<file path="config.mk">
export PLATFORM = sky130hd
export DESIGN_NAME = ps2_set2_scan_code_decoder
export DESIGN_NICKNAME = d
export VERILOG_FILES = /design/src/rtl/ps2_dec_pkg.sv /design/src/rtl/ps2_set2_scan_code_decoder.sv
export SDC_FILE = /design/constraint.sdc
export NUM_CORES = 1
export LEC_CHECK = 0
export ABC_AREA = 1
export CORE_MARGIN = 1.5
export CORE_UTILIZATION = 40
export CTS_BUF_LIST = sky130_fd_sc_hd__clkbuf_8
export DETAILED_ROUTE_END_ITERATION = 8
export DONT_BUFFER_PORTS = 1
export SLEW_MARGIN = 20
export SYNTH_ARGS = -nofsm -noshare
export SYNTH_HDL_FRONTEND = slang
export SYNTH_SLANG_ARGS = --single-unit
</file>
<file path="constraint.sdc">
create_clock -name clk_i -period 2.39 [get_ports clk_i]
set_input_delay 0.3585 -clock clk_i [delete_from_list [all_inputs] [get_ports clk_i]]
set_output_delay 0.3585 -clock clk_i [all_outputs]
set_load 0.02 [all_outputs]
</file>
<file path="src/rtl/ps2_dec_pkg.sv">
// ----------------------------------------------------------------------------
// ps2_dec_pkg
// Byte codes, sequence positions and event types for the set-2 decoder.
// ----------------------------------------------------------------------------
package ps2_dec_pkg;

  localparam logic [7:0] BYTE_PAUSE_START = 8'hE1;
  localparam logic [7:0] BYTE_EXTENDED    = 8'hE0;
  localparam logic [7:0] BYTE_RELEASE     = 8'hF0;
  localparam logic [7:0] BYTE_PRTSC_A     = 8'h12;
  localparam logic [7:0] BYTE_PRTSC_B     = 8'h7C;
  localparam logic [7:0] BYTE_PAUSE_END   = 8'h77;

  localparam int unsigned PosW = 4;

  localparam logic [PosW-1:0] POS_IDLE          = 4'd0;
  localparam logic [PosW-1:0] POS_PAUSE_FIRST   = 4'd1;
  localparam logic [PosW-1:0] POS_PRTSC_MAKE    = 4'd2;
  localparam logic [PosW-1:0] POS_PRTSC_BREAK   = 4'd3;
  localparam logic [PosW-1:0] POS_PRTSC_MAKE_END  = 4'd4;
  localparam logic [PosW-1:0] POS_PRTSC_BREAK_END = 4'd6;
  localparam logic [PosW-1:0] POS_PAUSE_END     = 4'd8;

  typedef enum logic [1:0] {
    KIND_KEY   = 2'd0,
    KIND_PRTSC = 2'd1,
    KIND_PAUSE = 2'd2
  } key_kind_e;

  typedef struct packed {
    logic      released;
    logic      extended;
    logic [7:0] code;
    key_kind_e kind;
    logic      last;
  } key_event_t;

endpackage

</file>
<file path="src/rtl/ps2_set2_scan_code_decoder.sv">
// ----------------------------------------------------------------------------
// ps2_set2_scan_code_decoder
// Decodes PS/2 set-2 scan bytes into key events, tracking E0/F0 prefixes and
// the print-screen and pause sequences.
// ----------------------------------------------------------------------------
// output: an event appears in the cycle after its byte is accepted
// throughput: one byte per cycle while the output is not stalled; after the pause end
//   byte the input stalls while its press and release leave one after the other through the result register
// reset: prefixes, sequence counter and result register are cleared at once
module ps2_set2_scan_code_decoder
  import ps2_dec_pkg::*;
(
  input  logic       clk_i,
  input  logic       rst_ni,
  input  logic       in_valid_i,
  output logic       in_stall_o,
  input  logic [7:0] scan_byte_i,
  output logic       out_valid_o,
  input  logic       out_stall_i,
  output logic       key_released_o,
  output logic       extended_key_o,
  output logic [7:0] scan_code_o,
  output logic [1:0] key_kind_o,
  output logic       last_event_o
);

  logic            ext_q, ext_d;
  logic            rel_q, rel_d;
  logic            seq_q, seq_d;
  logic [PosW-1:0] pos_q, pos_d;

  logic       out_valid_q, out_valid_d;
  key_event_t out_q, out_d;
  logic       pend_q, pend_d;   // pause release waits behind the press

  logic       out_free;
  logic       accept;
  logic [PosW-1:0] pos_inc;
  logic       emit_one;
  logic       emit_two;
  key_event_t ev0;
  key_event_t pause_break;

  assign out_free   = !out_valid_q || !out_stall_i;
  assign in_stall_o = pend_q || !out_free;
  assign accept     = in_valid_i && !in_stall_o;
  assign pos_inc    = pos_q + 1'b1;

  assign pause_break = '{released: 1'b1, extended: 1'b0, code: 8'h00,
                         kind: KIND_PAUSE, last: 1'b1};

  // decode of one byte against the current prefix and sequence state
  always_comb begin
    ext_d    = ext_q;
    rel_d    = rel_q;
    seq_d    = seq_q;
    pos_d    = pos_q;
    emit_one = 1'b0;
    emit_two = 1'b0;
    ev0      = '{released: 1'b0, extended: 1'b0, code: 8'h00,
                 kind: KIND_KEY, last: 1'b1};
    if (seq_q) begin
      pos_d = pos_inc;
      if (pos_inc == POS_PAUSE_END) begin
        pos_d = POS_IDLE;
        seq_d = 1'b0;
        if (scan_byte_i == BYTE_PAUSE_END) begin
          emit_two = 1'b1;
          ev0.kind = KIND_PAUSE;
          ev0.last = 1'b0;
        end
      end else if (pos_inc == POS_PRTSC_BREAK_END && scan_byte_i == BYTE_PRTSC_A) begin
        pos_d        = POS_IDLE;
        seq_d        = 1'b0;
        ext_d        = 1'b0;
        rel_d        = 1'b0;
        emit_one     = 1'b1;
        ev0.kind     = KIND_PRTSC;
        ev0.released = 1'b1;
      end else if (pos_inc == POS_PRTSC_MAKE_END && scan_byte_i == BYTE_PRTSC_B) begin
        pos_d    = POS_IDLE;
        seq_d    = 1'b0;
        ext_d    = 1'b0;
        emit_one = 1'b1;
        ev0.kind = KIND_PRTSC;
      end
    end else if (scan_byte_i == BYTE_PAUSE_START) begin
      seq_d = 1'b1;
      pos_d = POS_PAUSE_FIRST;
    end else if (scan_byte_i == BYTE_EXTENDED) begin
      ext_d = 1'b1;
    end else if (scan_byte_i == BYTE_RELEASE) begin
      rel_d = 1'b1;
    end else if (scan_byte_i == BYTE_PRTSC_A && ext_q) begin
      seq_d = 1'b1;
      pos_d = POS_PRTSC_MAKE;
    end else if (scan_byte_i == BYTE_PRTSC_B && ext_q && rel_q) begin
      seq_d = 1'b1;
      pos_d = POS_PRTSC_BREAK;
    end else begin
      emit_one     = 1'b1;
      ev0.released = rel_q;
      ev0.extended = ext_q;
      ev0.code     = scan_byte_i;
      ext_d        = 1'b0;
      rel_d        = 1'b0;
    end
  end

  // result register and the queued second event
  always_comb begin
    out_valid_d = out_valid_q;
    out_d       = out_q;
    pend_d      = pend_q;
    if (pend_q && out_free) begin
      out_valid_d = 1'b1;
      out_d       = pause_break;
      pend_d      = 1'b0;
    end else if (accept) begin
      out_valid_d = emit_one || emit_two;
      out_d       = ev0;
      pend_d      = emit_two;
    end else if (out_free) begin
      out_valid_d = 1'b0;
    end
  end

  always_ff @(posedge clk_i or negedge rst_ni) begin
    if (!rst_ni) begin
      ext_q       <= 1'b0;
      rel_q       <= 1'b0;
      seq_q       <= 1'b0;
      pos_q       <= POS_IDLE;
      out_valid_q <= 1'b0;
      out_q       <= '0;
      pend_q      <= 1'b0;
    end else begin
      if (accept) begin
        ext_q <= ext_d;
        rel_q <= rel_d;
        seq_q <= seq_d;
        pos_q <= pos_d;
      end
      out_valid_q <= out_valid_d;
      out_q       <= out_d;
      pend_q      <= pend_d;
    end
  end

  assign out_valid_o    = out_valid_q;
  assign key_released_o = out_q.released;
  assign extended_key_o = out_q.extended;
  assign scan_code_o    = out_q.code;
  assign key_kind_o     = out_q.kind;
  assign last_event_o   = out_q.last;

endmodule

</file>
; Word level (Yosys, flattened, before mapping)
; Index checks and enable logic that the tools add are counted.
[totals]
input_bits = 12
reg_bits = 22
output_inout_bits = 15
[op_classes]
n_mux = 67
add_sub_neg = 1
reduce_logical = 20
eq_ne = 21
[ops]
columns = cell, n
row1 = $mux 10, 5
row2 = $mux 1, 47
row3 = $mux 4, 9
row4 = $mux 13, 2
row5 = $eq 8x8->1 const B, 3
row6 = $ne 3x3->1 const B, 7
row7 = $eq 8x7->1 const B, 2
row8 = $reduce_and 7->1, 2
row9 = $mux 9, 1
row10 = $eq 4x3->1 const B, 2
row11 = $eq 8x5->1 const B, 1
row12 = $logic_and 1x1->1, 7
row13 = $mux 3, 2
row14 = $ne 2x2->1 const B, 3
row15 = $add 4x1->4 const B, 1
row16 = $eq 4x4->1 const B, 1
row17 = $logic_not 1->1, 4
row18 = $reduce_and 4->1, 1
row19 = $reduce_bool 4->1, 1
row20 = $logic_or 1x1->1, 3
row21 = $ne 3x1->1 const B, 1
row22 = $reduce_bool 3->1, 1
row23 = $mux 2, 1
row24 = $ne 2x1->1 const B, 1
row25 = $reduce_bool 2->1, 1

; Longest topological paths before layout
; Gate-level depths: netlist (run 1).
[logic_depth]
word_depth = 12
mapped_depth = 12

; Least setup slack after synthesis (run 1)
; No wires, ideal clock.
[synth_path]
path_kind = register to register
start = register pos_q[0]
end = register rel_q
period_less_slack_ns = 1.532
path_stages_with_launch = 12
arrival_ns = 1.409
setup_slack_ns = 0.858
required_time_ns = 2.267
path_buffers = 0
setup_time_ns = 0.123
path_cell_list = dfrtp_1 > ha_1 > nand2_1 > inv_1 > nor2_2 > inv_1 > nor2_2 > nand2_1 > nand2_1 > nand2_1 > o21ai_0 > nand2_1
[synth_between]
elab_chain_len = 5
[synth_rtl]
columns = element, line
row1 = from (decl), ps2_set2_scan_code_decoder.sv:30  ; logic [PosW-1:0] pos_q, pos_d;
row2 = from (signal assigned), ps2_set2_scan_code_decoder.sv:142  ; pos_q <= pos_d;
row3 = $add 4x1->4 (*), ps2_set2_scan_code_decoder.sv:47  ; assign pos_inc = pos_q + 1'b1;
row4 = $eq 4x3->1, ps2_set2_scan_code_decoder.sv:72  ; end else if (pos_inc == POS_PRTSC_BREAK_END && scan_byte_i == BYTE_PRTSC_A) begin
row5 = $logic_and 1x1->1, ps2_set2_scan_code_decoder.sv:72
row6 = $ne 2x1->1 (no line), n/a
row7 = $reduce_and 7->1 (no line) (*), n/a
row8 = to (signal assigned), ps2_set2_scan_code_decoder.sv:140  ; rel_q <= rel_d;
row9 = to (decl), ps2_set2_scan_code_decoder.sv:28  ; logic rel_q, rel_d;
; Mark *: on every way between the ends. The rest lies on a longest branch, timed or not.
; A chain may end at the register's enable or synchronous reset.

; Worst setup path in the final report (run 1)
[layout_path]
start = register out_valid_q, in the netlist out_valid_o
end = register out_q, in the netlist last_event_o
[layout_between]
elab_chain_len = 7
[layout_rtl]
columns = element, line
row1 = from (decl), ps2_set2_scan_code_decoder.sv:32  ; logic out_valid_q, out_valid_d;
row2 = from (signal assigned), ps2_set2_scan_code_decoder.sv:144  ; out_valid_q <= out_valid_d;
row3 = $logic_not 1->1 (*), ps2_set2_scan_code_decoder.sv:44  ; assign out_free = !out_valid_q || !out_stall_i;
row4 = $logic_or 1x1->1 (*), ps2_set2_scan_code_decoder.sv:44
row5 = $logic_not 1->1, ps2_set2_scan_code_decoder.sv:45  ; assign in_stall_o = pend_q || !out_free;
row6 = $logic_or 1x1->1, ps2_set2_scan_code_decoder.sv:45
row7 = $logic_not 1->1, ps2_set2_scan_code_decoder.sv:46  ; assign accept = in_valid_i && !in_stall_o;
row8 = $logic_and 1x1->1, ps2_set2_scan_code_decoder.sv:46
row9 = $reduce_bool 2->1 (no line), n/a
row10 = to (signal assigned), ps2_set2_scan_code_decoder.sv:145  ; out_q <= out_d;
row11 = to (decl), ps2_set2_scan_code_decoder.sv:33  ; key_event_t out_q, out_d;
; Marked as above.

==> metrics.md, run 1 <==
| Metric | Value |
|---|---|
| Core Area | `3337 µm²` |
| Internal Power | `725.7 µW` |
| Avg WL per Cell | `11.39 µm` |
| CTS Buf Count | `3` |
| Commonest non-fill, non-tap cells in the layout | `nand2_1 (83), inv_1 (25), dfrtp_1 (22)` |
| Final Cycle Share | `86.19%` |
| Synthesized cell area | `1400 µm²` |
| Critical Path Fanout Max | `18` |
| Crit path cell chain | `nand2_1, nand3_1, inv_2, nor2_1, inv_1, o21a_1` |
| Part of the power in registers | `47.1%` |
| Clock Sink Count | `22` |
| Die ar. | `3864 µm²` |
| # DRC | `0` |
| Minimum clock period | `2.060 ns` |
| Slew headroom | `57.51%` |
| Most common library cell in the layout ignoring fill and taps | `nand2_1` |
| Cell count after synthesis | `208` |
| CP required | `2.55 ns` |
| Sw frac | `43.77%` |
| Comb pwr share | `34.9%` |
| CTS Root Cell | `clkbuf_8` |
| PwrDens | `863.9 nW/µm²` |
| Layout Nets | `226` |
| ANT cells | `0` |
| TNS Setup | `0 ns` |
| Worst path max stage delay | `0.54 ns` |
| Distinct cell type count after synthesis | `23` |
| Filler cells | `368` |
| Worst-path clk slew | `0.08 ns` |
| Via count | `1,238` |
| Kind of critical path | `flop to flop` |
| CTS tree | `done` |
| Final wirelength | `2916 µm` |
| Clk_skew | `0.0009241 ns` |
| Clk_lat worst skew | `0.26 ns` |
| Die H | `62.16 µm` |
| CP endpoint kind | `flop` |
| Outcome | `finished, final reports clean` |
| Area of the multi-input gates | `734.5 µm²` |
| Mapped Nets | `222` |
| Min-Delay Path Class | `input port to async pin` |
| Detailed placement HPWL | `2329 µm` |
| First-pass GRT wire length | `5457 µm` |
| Overall power | `1291 µW` |
| CTS max path bufs | `2` |
| Layout cells sized above 1 | `11.43%` |
| H-tree depth | `1` |
| Metal3 WL | `209 µm` |
| Sequential area share after synthesis | `39.32%` |
| Top Layer Used | `met4` |
| Unrepaired setup endpoints after global routing | `false` |
| ANT nets after route | `0` |
| FF/Latch Area | `550.5 µm²` |
| DRT met1 WL | `1368 µm` |
| CTS resizes | `0` |
| Top delay family on crit path | `simple AND/OR/NAND/NOR gates` |
| Fmax | `485.5 MHz` |
| I/O pins | `27` |
| Max_cap viols | `0` |
| Switch Pwr | `564.9 µW` |
| Non-Filler Cell Area, Final | `1494 µm²` |
| Clock share of power | `18.0%` |
| # setup viols final | `0` |
| PortBufs | `0` |
| Area grow syn2layout | `6.702%` |
| Overall routing resource usage | `17.57%` |
| Starting density of the core | `41.96%` |
| Warning count from the yosys run | `0` |
| Post-Syn Area per Cell | `6.731 µm²` |
| Core Rows | `21` |
| Dpl cell area | `1448 µm²` |
| Die width | `62.16 µm` |
| FF+latch count, synth | `22` |
| Crit-path slowest cell | `nor2_1` |
| Leak | `0.0008087 µW` |
| Worst vdd ir | `0.0003391 V` |
| Slew Limit Fails | `0` |
| Vias in the first global route | `1,283` |
| Worst EP arrival | `2.22 ns` |
| Crit path launch type | `flop` |
| WP buf/inv | `2` |
| Final Hold Violating Endpoints | `0` |
| Setup Fix Bufs, Post-CTS | `0` |
| Least-Margin Pin Slew | `0.6350 ns` |
| GP Congestion | `0.8769` |
| Grt total ovfl | `0` |
| Initial antenna violation count | `0` |
| Drt first pass iters | `4` |
| DR vias/cell | `4.836` |
| DR WL met2 | `1250 µm` |
| Largest net degree at the start of global routing | `23` |
| Initial DRC count | `41` |
-- power groups by stage --
stage	Combinational, µW	Sequential (µW)	Clock [µW]
finish	450	608	232
global route	545	622	250
CTS	459	609	235
detailed placement	449	615	0
global placement	452	615	0
floorplan	376	595	0
-- flip-flops by register name (all words and copies together), names as in the netlist --
signal and cells:
ext_q 1, rel_q 1, extended_key_o 1, scan_code_o 8
seq_q 1, key_kind_o 2, pos_q 4, pend_q 1
key_released_o 1, last_event_o 1, out_valid_o 1
-- cell families after synthesis --
family / after synthesis / synth area share (%)
buffers and inverters: 30 / 8.222
AOI/OAI and AO/OA: 21 / 8.222
and+or+nand+nor: 133 / 42.45
adders and majority gates: 2 / 1.787
DFF: 22 / 39.32
-- cell type report --
cell class | instances | share of cell area (%)
Clock buffer | 3 | 2.764
Inverter | 28 | 7.035
Multi-Input combinational cell | 156 | 49.16
Sequential cell | 22 | 36.85
Tap cell | 46 | 3.853
Timing Repair Buffer | 1 | 0.3350
-- synthesized netlist by cell type --
library cell	n	area, µm²
a21oi_1	3	15.01
a21oi_2	1	8.760
buf_2	2	10.01
dfrtp_1	22	550.5
ha_1	2	25.02
inv_1	25	93.84
inv_2	3	11.26
nand2_1	83	311.6
nand2_2	4	25.02
nand3_1	11	55.05
nand3_2	1	10.01
nand3_4	1	17.52
nand3b_1	1	7.510
nand4_1	3	18.77
nand4_2	1	12.51
nor2_1	19	71.32
nor2_2	6	37.54
nor2_4	2	22.52
nor3_1	1	5.000
o21a_1	1	7.510
o21ai_0	4	20.02
o21ai_1	11	55.05
o21ai_2	1	8.760
-- metal layers --
metal / up-vias / GRT usage, %
met1: 545 / 22.69
met4: 0 / 9.167
met5: - / 0
met2: 39 / 27.45
li1: 646 / -
met3: 8 / 4.167
-- stage by stage --
stage          worst slack, ns  util, %  hold WS, ns  cells
4_1_cts                 0.3273    44.92       0.2358    256
3_3_place_gp            0.4456    43.38      0.06336    252
3_5_place_dp            0.3544    43.38      0.06347    252
6_report                0.3302    44.77      0.04724    256
2_1_floorplan           0.8584        -      0.06291    208
5_1_grt                 0.1481    44.77      0.09534    256
-- worst paths after layout --
check                      depth (start not counted)                    endpoint               startpoint  slack (ns)
setup / recovery                                   6    last_event_o$_DFFE_PN0P_  out_valid_o$_DFFE_PN0P_        0.33
hold / removal                                     1  scan_code_o[1]$_DFFE_PN0P_                   rst_ni        0.05
setup reg to reg                                   6    last_event_o$_DFFE_PN0P_  out_valid_o$_DFFE_PN0P_        0.33
hold reg to reg                                    2        pos_q[3]$_DFFE_PN0P_     pos_q[3]$_DFFE_PN0P_        0.56
max in group asynchronous                          1        pos_q[0]$_DFFE_PN0P_                   rst_ni        2.02
min in group clk_i                                 2  scan_code_o[3]$_DFFE_PN0P_           scan_byte_i[3]        0.23
-- worst register-to-register path, cell delays in order (launching register included) --
cell     delay [ns]
dfrtp_1        0.47
nand2_1        0.12
nand3_1        0.25
inv_2          0.21
nor2_1         0.54
inv_1          0.16
o21a_1         0.20
-- timing repair --
action | in CTS | in global routing
hold buffers | 1 | 0
endpoints found under the hold margin | 22 | 0
endpoints found under the setup margin | 0 | 0
Power figures use the tool's default switching activity.
==> run 2: changes to the inputs <==
--- a/config.mk
+++ b/config.mk
@@ -7,4 +7,5 @@
 export LEC_CHECK = 0
 export ABC_AREA = 1
+export CAP_MARGIN = 20
 export CORE_MARGIN = 1.5
 export CORE_UTILIZATION = 40
@@ -12,4 +13,5 @@
 export DETAILED_ROUTE_END_ITERATION = 8
 export DONT_BUFFER_PORTS = 1
+export MAX_ROUTING_LAYER = met4
 export SLEW_MARGIN = 20
 export SYNTH_ARGS = -nofsm -noshare
==> constraint.sdc (replaced) <==
create_clock -name clk_i -period 2.39 [get_ports clk_i]
set_input_delay 0.3585 -clock clk_i [delete_from_list [all_inputs] [get_ports clk_i]]
set_output_delay 0.3585 -clock clk_i [all_outputs]
set_load 0.1 [all_outputs]
==> metrics.md, run 2 (synthesized netlist as in run 1, its figures left out) <==
| Metric | Value |
|---|---|
| I/O pins | `27` |
| Crit path cell chain | `ha_1, nand2_1, inv_1, nor2_2, inv_1, nor2_2, nand2_1, nand2_1, nand2_1, o21ai_0, nand2_1` |
| Initial antenna violation count | `0` |
| Die ar. | `3864 µm²` |
| # DRC | `0` |
| Max_cap viols | `0` |
| Starting density of the core | `41.96%` |
| Layout cells sized above 1 | `13.49%` |
| Overall routing resource usage | `17.13%` |
| Grt total ovfl | `0` |
| Clock Sink Count | `22` |
| Kind of critical path | `flop to flop` |
| DRT met1 WL | `1563 µm` |
| Cell mode on critical path | `nand2_1` |
| CP required | `2.55 ns` |
| Most common library cell in the layout ignoring fill and taps | `nand2_1` |
| Die width | `62.16 µm` |
| Cells after DPL | `256` |
| # setup viols final | `0` |
| Worst EP arrival | `1.86 ns` |
| Via count | `1,236` |
| Clock share of power | `16.6%` |
| Minimum clock period | `1.702 ns` |
| Fmax | `587.7 MHz` |
| Critical Path Fanout Max | `6` |
| WP buf/inv | `2` |
| CTS Root Cell | `clkbuf_8` |
| Internal Power | `769.0 µW` |
| Final Cycle Share | `71.19%` |
| Clk_skew | `0.004341 ns` |
| Avg WL per Cell | `11.31 µm` |
| Final wirelength | `2952 µm` |
| Slew Limit Fails | `0` |
| PortBufs | `0` |
| Crit-path slowest cell | `dfrtp_1` |
| Sw frac | `54.69%` |
| Unrepaired setup endpoints after global routing | `false` |
| Core Area | `3337 µm²` |
| Vias in the first global route | `1,110` |
| DR vias/cell | `4.736` |
| Largest net degree at the start of global routing | `23` |
| TNS Setup | `0 ns` |
| Crit path launch type | `flop` |
| Initial DRC count | `43` |
| CTS max path bufs | `2` |
| Core Rows | `21` |
| Max reg flops | `8` |
| ANT nets after route | `0` |
| GP Congestion | `0.9190` |
| Switch Pwr | `928.0 µW` |
| Worst-path clk slew | `0.09 ns` |
| Comb pwr share | `31.8%` |
| ANT cells | `0` |
| Min-Delay Path Class | `input port to async pin` |
| CTS tree | `done` |
| CP endpoint kind | `flop` |
| Detailed placement HPWL | `2313 µm` |
| CTS Buf Count | `3` |
| Die H | `62.16 µm` |
| H-tree depth | `1` |
| Clk_lat worst skew | `0.27 ns` |
| Setup Fix Bufs, Post-CTS | `0` |
| Commonest non-fill, non-tap cells in the layout | `nand2_1 (83), inv_1 (25), dfrtp_1 (22)` |
| DR WL met2 | `1201 µm` |
| Final Hold Violating Endpoints | `0` |
| PwrDens | `1104 nW/µm²` |
| Outcome | `finished, final reports clean` |
| Area grow syn2layout | `9.830%` |
| Drt first pass iters | `5` |
| Part of the power in registers | `51.7%` |
| Slew headroom | `39.63%` |
| Worst setup margin | `0.6885 ns` |
| Worst vdd ir | `0.0003778 V` |
| Post-Place Worst Slack | `0.6894 ns` |
| First-pass GRT wire length | `5099 µm` |
| Least-Margin Pin Slew | `0.9056 ns` |
| Metal3 WL | `125 µm` |
| Filler cells | `348` |
| Leak | `0.0008360 µW` |
| Layout Nets | `230` |
| Top Layer Used | `met4` |
| Top delay family on crit path | `simple AND/OR/NAND/NOR gates` |
| Worst path max stage delay | `0.45 ns` |
| Final non-filler cell total | `261` |
[run 2: cell types whose count changed in the layout (fill, tap and decap cells not counted), sizes merged]
cell,change
buf,+4
clkbuf,+1
[run 2: power groups by stage]
| stage | combinational [µW] | clock [µW] | sequential (µW) |
|---|---|---|---|
| floorplan | 398 | 0 | 910 |
| global placement | 538 | 0 | 885 |
| detailed placement | 534 | 0 | 884 |
| CTS | 545 | 279 | 876 |
| global route | 619 | 299 | 894 |
| finish | 539 | 281 | 877 |
[run 2: per-layer routing]
metal | up-vias | track usage (%)
met5 | - | -
li1 | 655 | -
met2 | 31 | 24.59
met1 | 543 | 23.96
met3 | 7 | 3.261
met4 | 0 | 6.667
[run 2: per-stage QoR]
step | power [µW] | area [µm²] | utilization, % | hold WS (ns)
2_1_floorplan | 1308 | 1400 | - | 0.06291
3_3_place_gp | 1423 | 1478 | 44.28 | 0.06336
3_5_place_dp | 1418 | 1478 | 44.28 | 0.06338
4_1_cts | 1700 | 1543 | 46.23 | 0.2257
5_1_grt | 1811 | 1538 | 46.08 | 0.08101
6_report | 1697 | 1538 | 46.08 | 0.03939
[run 2: timing repair]
item / 4_1_cts / 5_1_grt
endpoints found under the hold margin: 22 / 0
endpoints found under the setup margin: 0 / 0
hold buffers: 1 / 0
resized for setup: 0 / 0
[run 2: path summary, 6_finish.rpt]
path | cells after the start | slack (ns) | end | start
setup reg to reg | 11 | 0.69 | rel_q$_DFFE_PN0P_ | pos_q[0]$_DFFE_PN0P_
hold / removal | 1 | 0.04 | scan_code_o[7]$_DFFE_PN0P_ | rst_ni
max in group asynchronous | 1 | 2.01 | pos_q[3]$_DFFE_PN0P_ | rst_ni
min in group clk_i | 2 | 0.22 | scan_code_o[3]$_DFFE_PN0P_ | scan_byte_i[3]
hold reg to reg | 2 | 0.54 | pos_q[3]$_DFFE_PN0P_ | pos_q[3]$_DFFE_PN0P_
setup / recovery | 11 | 0.69 | rel_q$_DFFE_PN0P_ | pos_q[0]$_DFFE_PN0P_
[run 2: cell type report]
type / count / area [µm²] / share of cell area [%]
inverters: 28 / 105.1 / 6.835
flip-flops and latches: 22 / 550.5 / 35.80
repair buffers: 5 / 35.03 / 2.278
clock buffers: 4 / 55.05 / 3.580
well taps: 46 / 57.56 / 3.743
multi-input cells: 156 / 734.5 / 47.76
==> run 3: changes to the inputs <==
- clock period: 2.39 -> 1.6 ns (I/O delays scaled with it)
==> metrics.md, run 3 (synthesized netlist as in run 1, its figures left out) <==
| Metric | Value |
|---|---|
| Routing usage on met3 | `2.717%` |
| DR vias/cell | `4.749` |
| Final wirelength | `3210 µm` |
| Slew headroom | `65.86%` |
| CTS Root Cell | `clkbuf_8` |
| Worst setup margin | `0.1139 ns` |
| H-tree depth | `1` |
| Most common library cell in the layout ignoring fill and taps | `nand2_1` |
| I/O pins | `27` |
| Crit-path slowest cell | `dfrtp_1` |
| PwrDens | `1624 nW/µm²` |
| # DRC | `0` |
| PortBufs | `0` |
| GRT busiest layer | `met2` |
| Post-Place Worst Slack | `-0.04979 ns` |
| CTS Buf Count | `3` |
| CP endpoint kind | `flop` |
| M1 GR Usage | `25.00%` |
| Largest net degree at the start of global routing | `23` |
| Worst path max stage delay | `0.42 ns` |
| Die ar. | `3864 µm²` |
| GP Congestion | `0.8792` |
| Cell mode on critical path | `nand2_1` |
| Initial antenna violation count | `0` |
| Final non-filler cell total | `279` |
| WP buf/inv | `2` |
| Avg WL per Cell | `11.51 µm` |
| Max_cap viols | `0` |
| Top delay family on crit path | `simple AND/OR/NAND/NOR gates` |
| Starting density of the core | `41.96%` |
| Layout Nets | `248` |
| Least-Margin Pin Slew | `0.5121 ns` |
| Vias in the first global route | `1,226` |
| Final Cycle Share | `92.88%` |
| Fmax | `672.9 MHz` |
| ANT cells | `0` |
| Overall power | `2855 µW` |
| Clk_lat worst skew | `0.28 ns` |
| Crit path cell chain | `ha_4, nand2_1, inv_1, nor2_2, inv_2, nor2_4, nand2_2, nand2_1, nand2_1, o21ai_1, nand2_1` |
| Leak | `0.0009370 µW` |
| CTS max path bufs | `2` |
| Core Area | `3337 µm²` |
| Final Hold Violating Endpoints | `0` |
| Die H | `62.16 µm` |
| Die width | `62.16 µm` |
| CP required | `1.77 ns` |
| Min-Delay Path Class | `input port to flop` |
| CTS tree | `done` |
| Max reg flops | `8` |
| Commonest non-fill, non-tap cells in the layout | `nand2_1 (77), inv_1 (24), dfrtp_1 (21)` |
| Critical Path Fanout Max | `3` |
| Detailed placement HPWL | `2395 µm` |
| TNS Setup | `0 ns` |
| Kind of critical path | `flop to flop` |
| Clock Sink Count | `22` |
| Area grow syn2layout | `25.56%` |
| Worst vdd ir | `0.0008534 V` |
| Crit path launch type | `flop` |
| Core Rows | `21` |
| Dpl cell area | `1622 µm²` |
| First-pass GRT wire length | `5430 µm` |
| Overall routing resource usage | `17.83%` |
| Drt first pass iters | `4` |
| Initial DRC count | `38` |
| Clk_skew | `0.01658 ns` |
| Worst EP arrival | `1.66 ns` |
| Layout cells sized above 1 | `26.61%` |
| Worst-path clk slew | `0.09 ns` |
| Minimum clock period | `1.486 ns` |
| Slew Limit Fails | `0` |
| ANT nets after route | `0` |
| # setup viols final | `0` |
| Via count | `1,325` |
| Outcome | `finished, final reports clean` |
| Non-Filler Cell Area, Final | `1758 µm²` |
| Unrepaired setup endpoints after global routing | `true` |
| Grt total ovfl | `0` |
| Cells after DPL | `272` |
| Global-route track usage on met2 | `26.09%` |
-- run 3: changes by cell type in the layout (fill, tap and decap cells not counted), moves of 3 or more --
| cell | change |
|---|---|
| nor2_1 | -4 |
| nand3_1 | -3 |
| buf_4 | +15 |
| nand2_1 | -6 |
| nand2_2 | +6 |
| nand3_2 | +3 |
-- run 3: layer usage --
layer | vias to the layer above | part of all wire [%]
met1 | 594 | 50
li1 | 693 | -
met3 | 4 | 4.7
met4 | 0 | 1.3
met2 | 34 | 44
met5 | - | 0
-- run 3: area by class of cell --
| class | instances | area, µm² |
|---|---|---|
| multi-input cells | 156 | 797.0 |
| fillers | 314 | 1579 |
| well taps | 46 | 57.56 |
| inverters | 28 | 105.1 |
| flip-flops and latches | 22 | 554.3 |
| clock buffers | 4 | 55.05 |
| repair buffers | 23 | 188.9 |
-- run 3: what timing repair did --
item / in CTS / in global routing
setup buffers: 0 / 1
hold endpoints to repair: 22 / 22
hold buffers: 1 / 1
endpoints found under the setup margin: 3 / 8
pin swaps: 0 / 5
gates resized for setup: 1 / 17
-- run 3: metrics by stage --
stage	util, %	hold WS (ns)
global route	52.68	0.1106
finish	52.68	0.09647
global placement	48.59	-0.05510
detailed placement	48.59	-0.05503
CTS	50.62	0.1018
floorplan	-	-0.05559
-- run 3: final timing paths --
kind / slack (ns) / endpoint / depth (start not counted) / startpoint
setup / recovery: 0.11 / rel_q$_DFFE_PN0P_ / 11 / pos_q[0]$_DFFE_PN0P_
hold / removal: 0.1 / scan_code_o[5]$_DFFE_PN0P_ / 2 / scan_byte_i[5]
setup reg to reg: 0.11 / rel_q$_DFFE_PN0P_ / 11 / pos_q[0]$_DFFE_PN0P_
hold reg to reg: 0.50 / key_kind_o[1]$_DFFE_PN0P_ / 2 / key_kind_o[1]$_DFFE_PN0P_
max in group asynchronous: 0.74 / out_valid_o$_DFFE_PN0P_ / 2 / rst_ni
min in group asynchronous: 0.45 / scan_code_o[0]$_DFFE_PN0P_ / 2 / rst_ni
-- run 3: report_power, final --
group	switching, µW	total [µW]	internal, µW	leakage, µW
combinational	1200	1650	446	0.000626
sequential	102	792	690	0.000282
clock	198	418	220	0.0000288
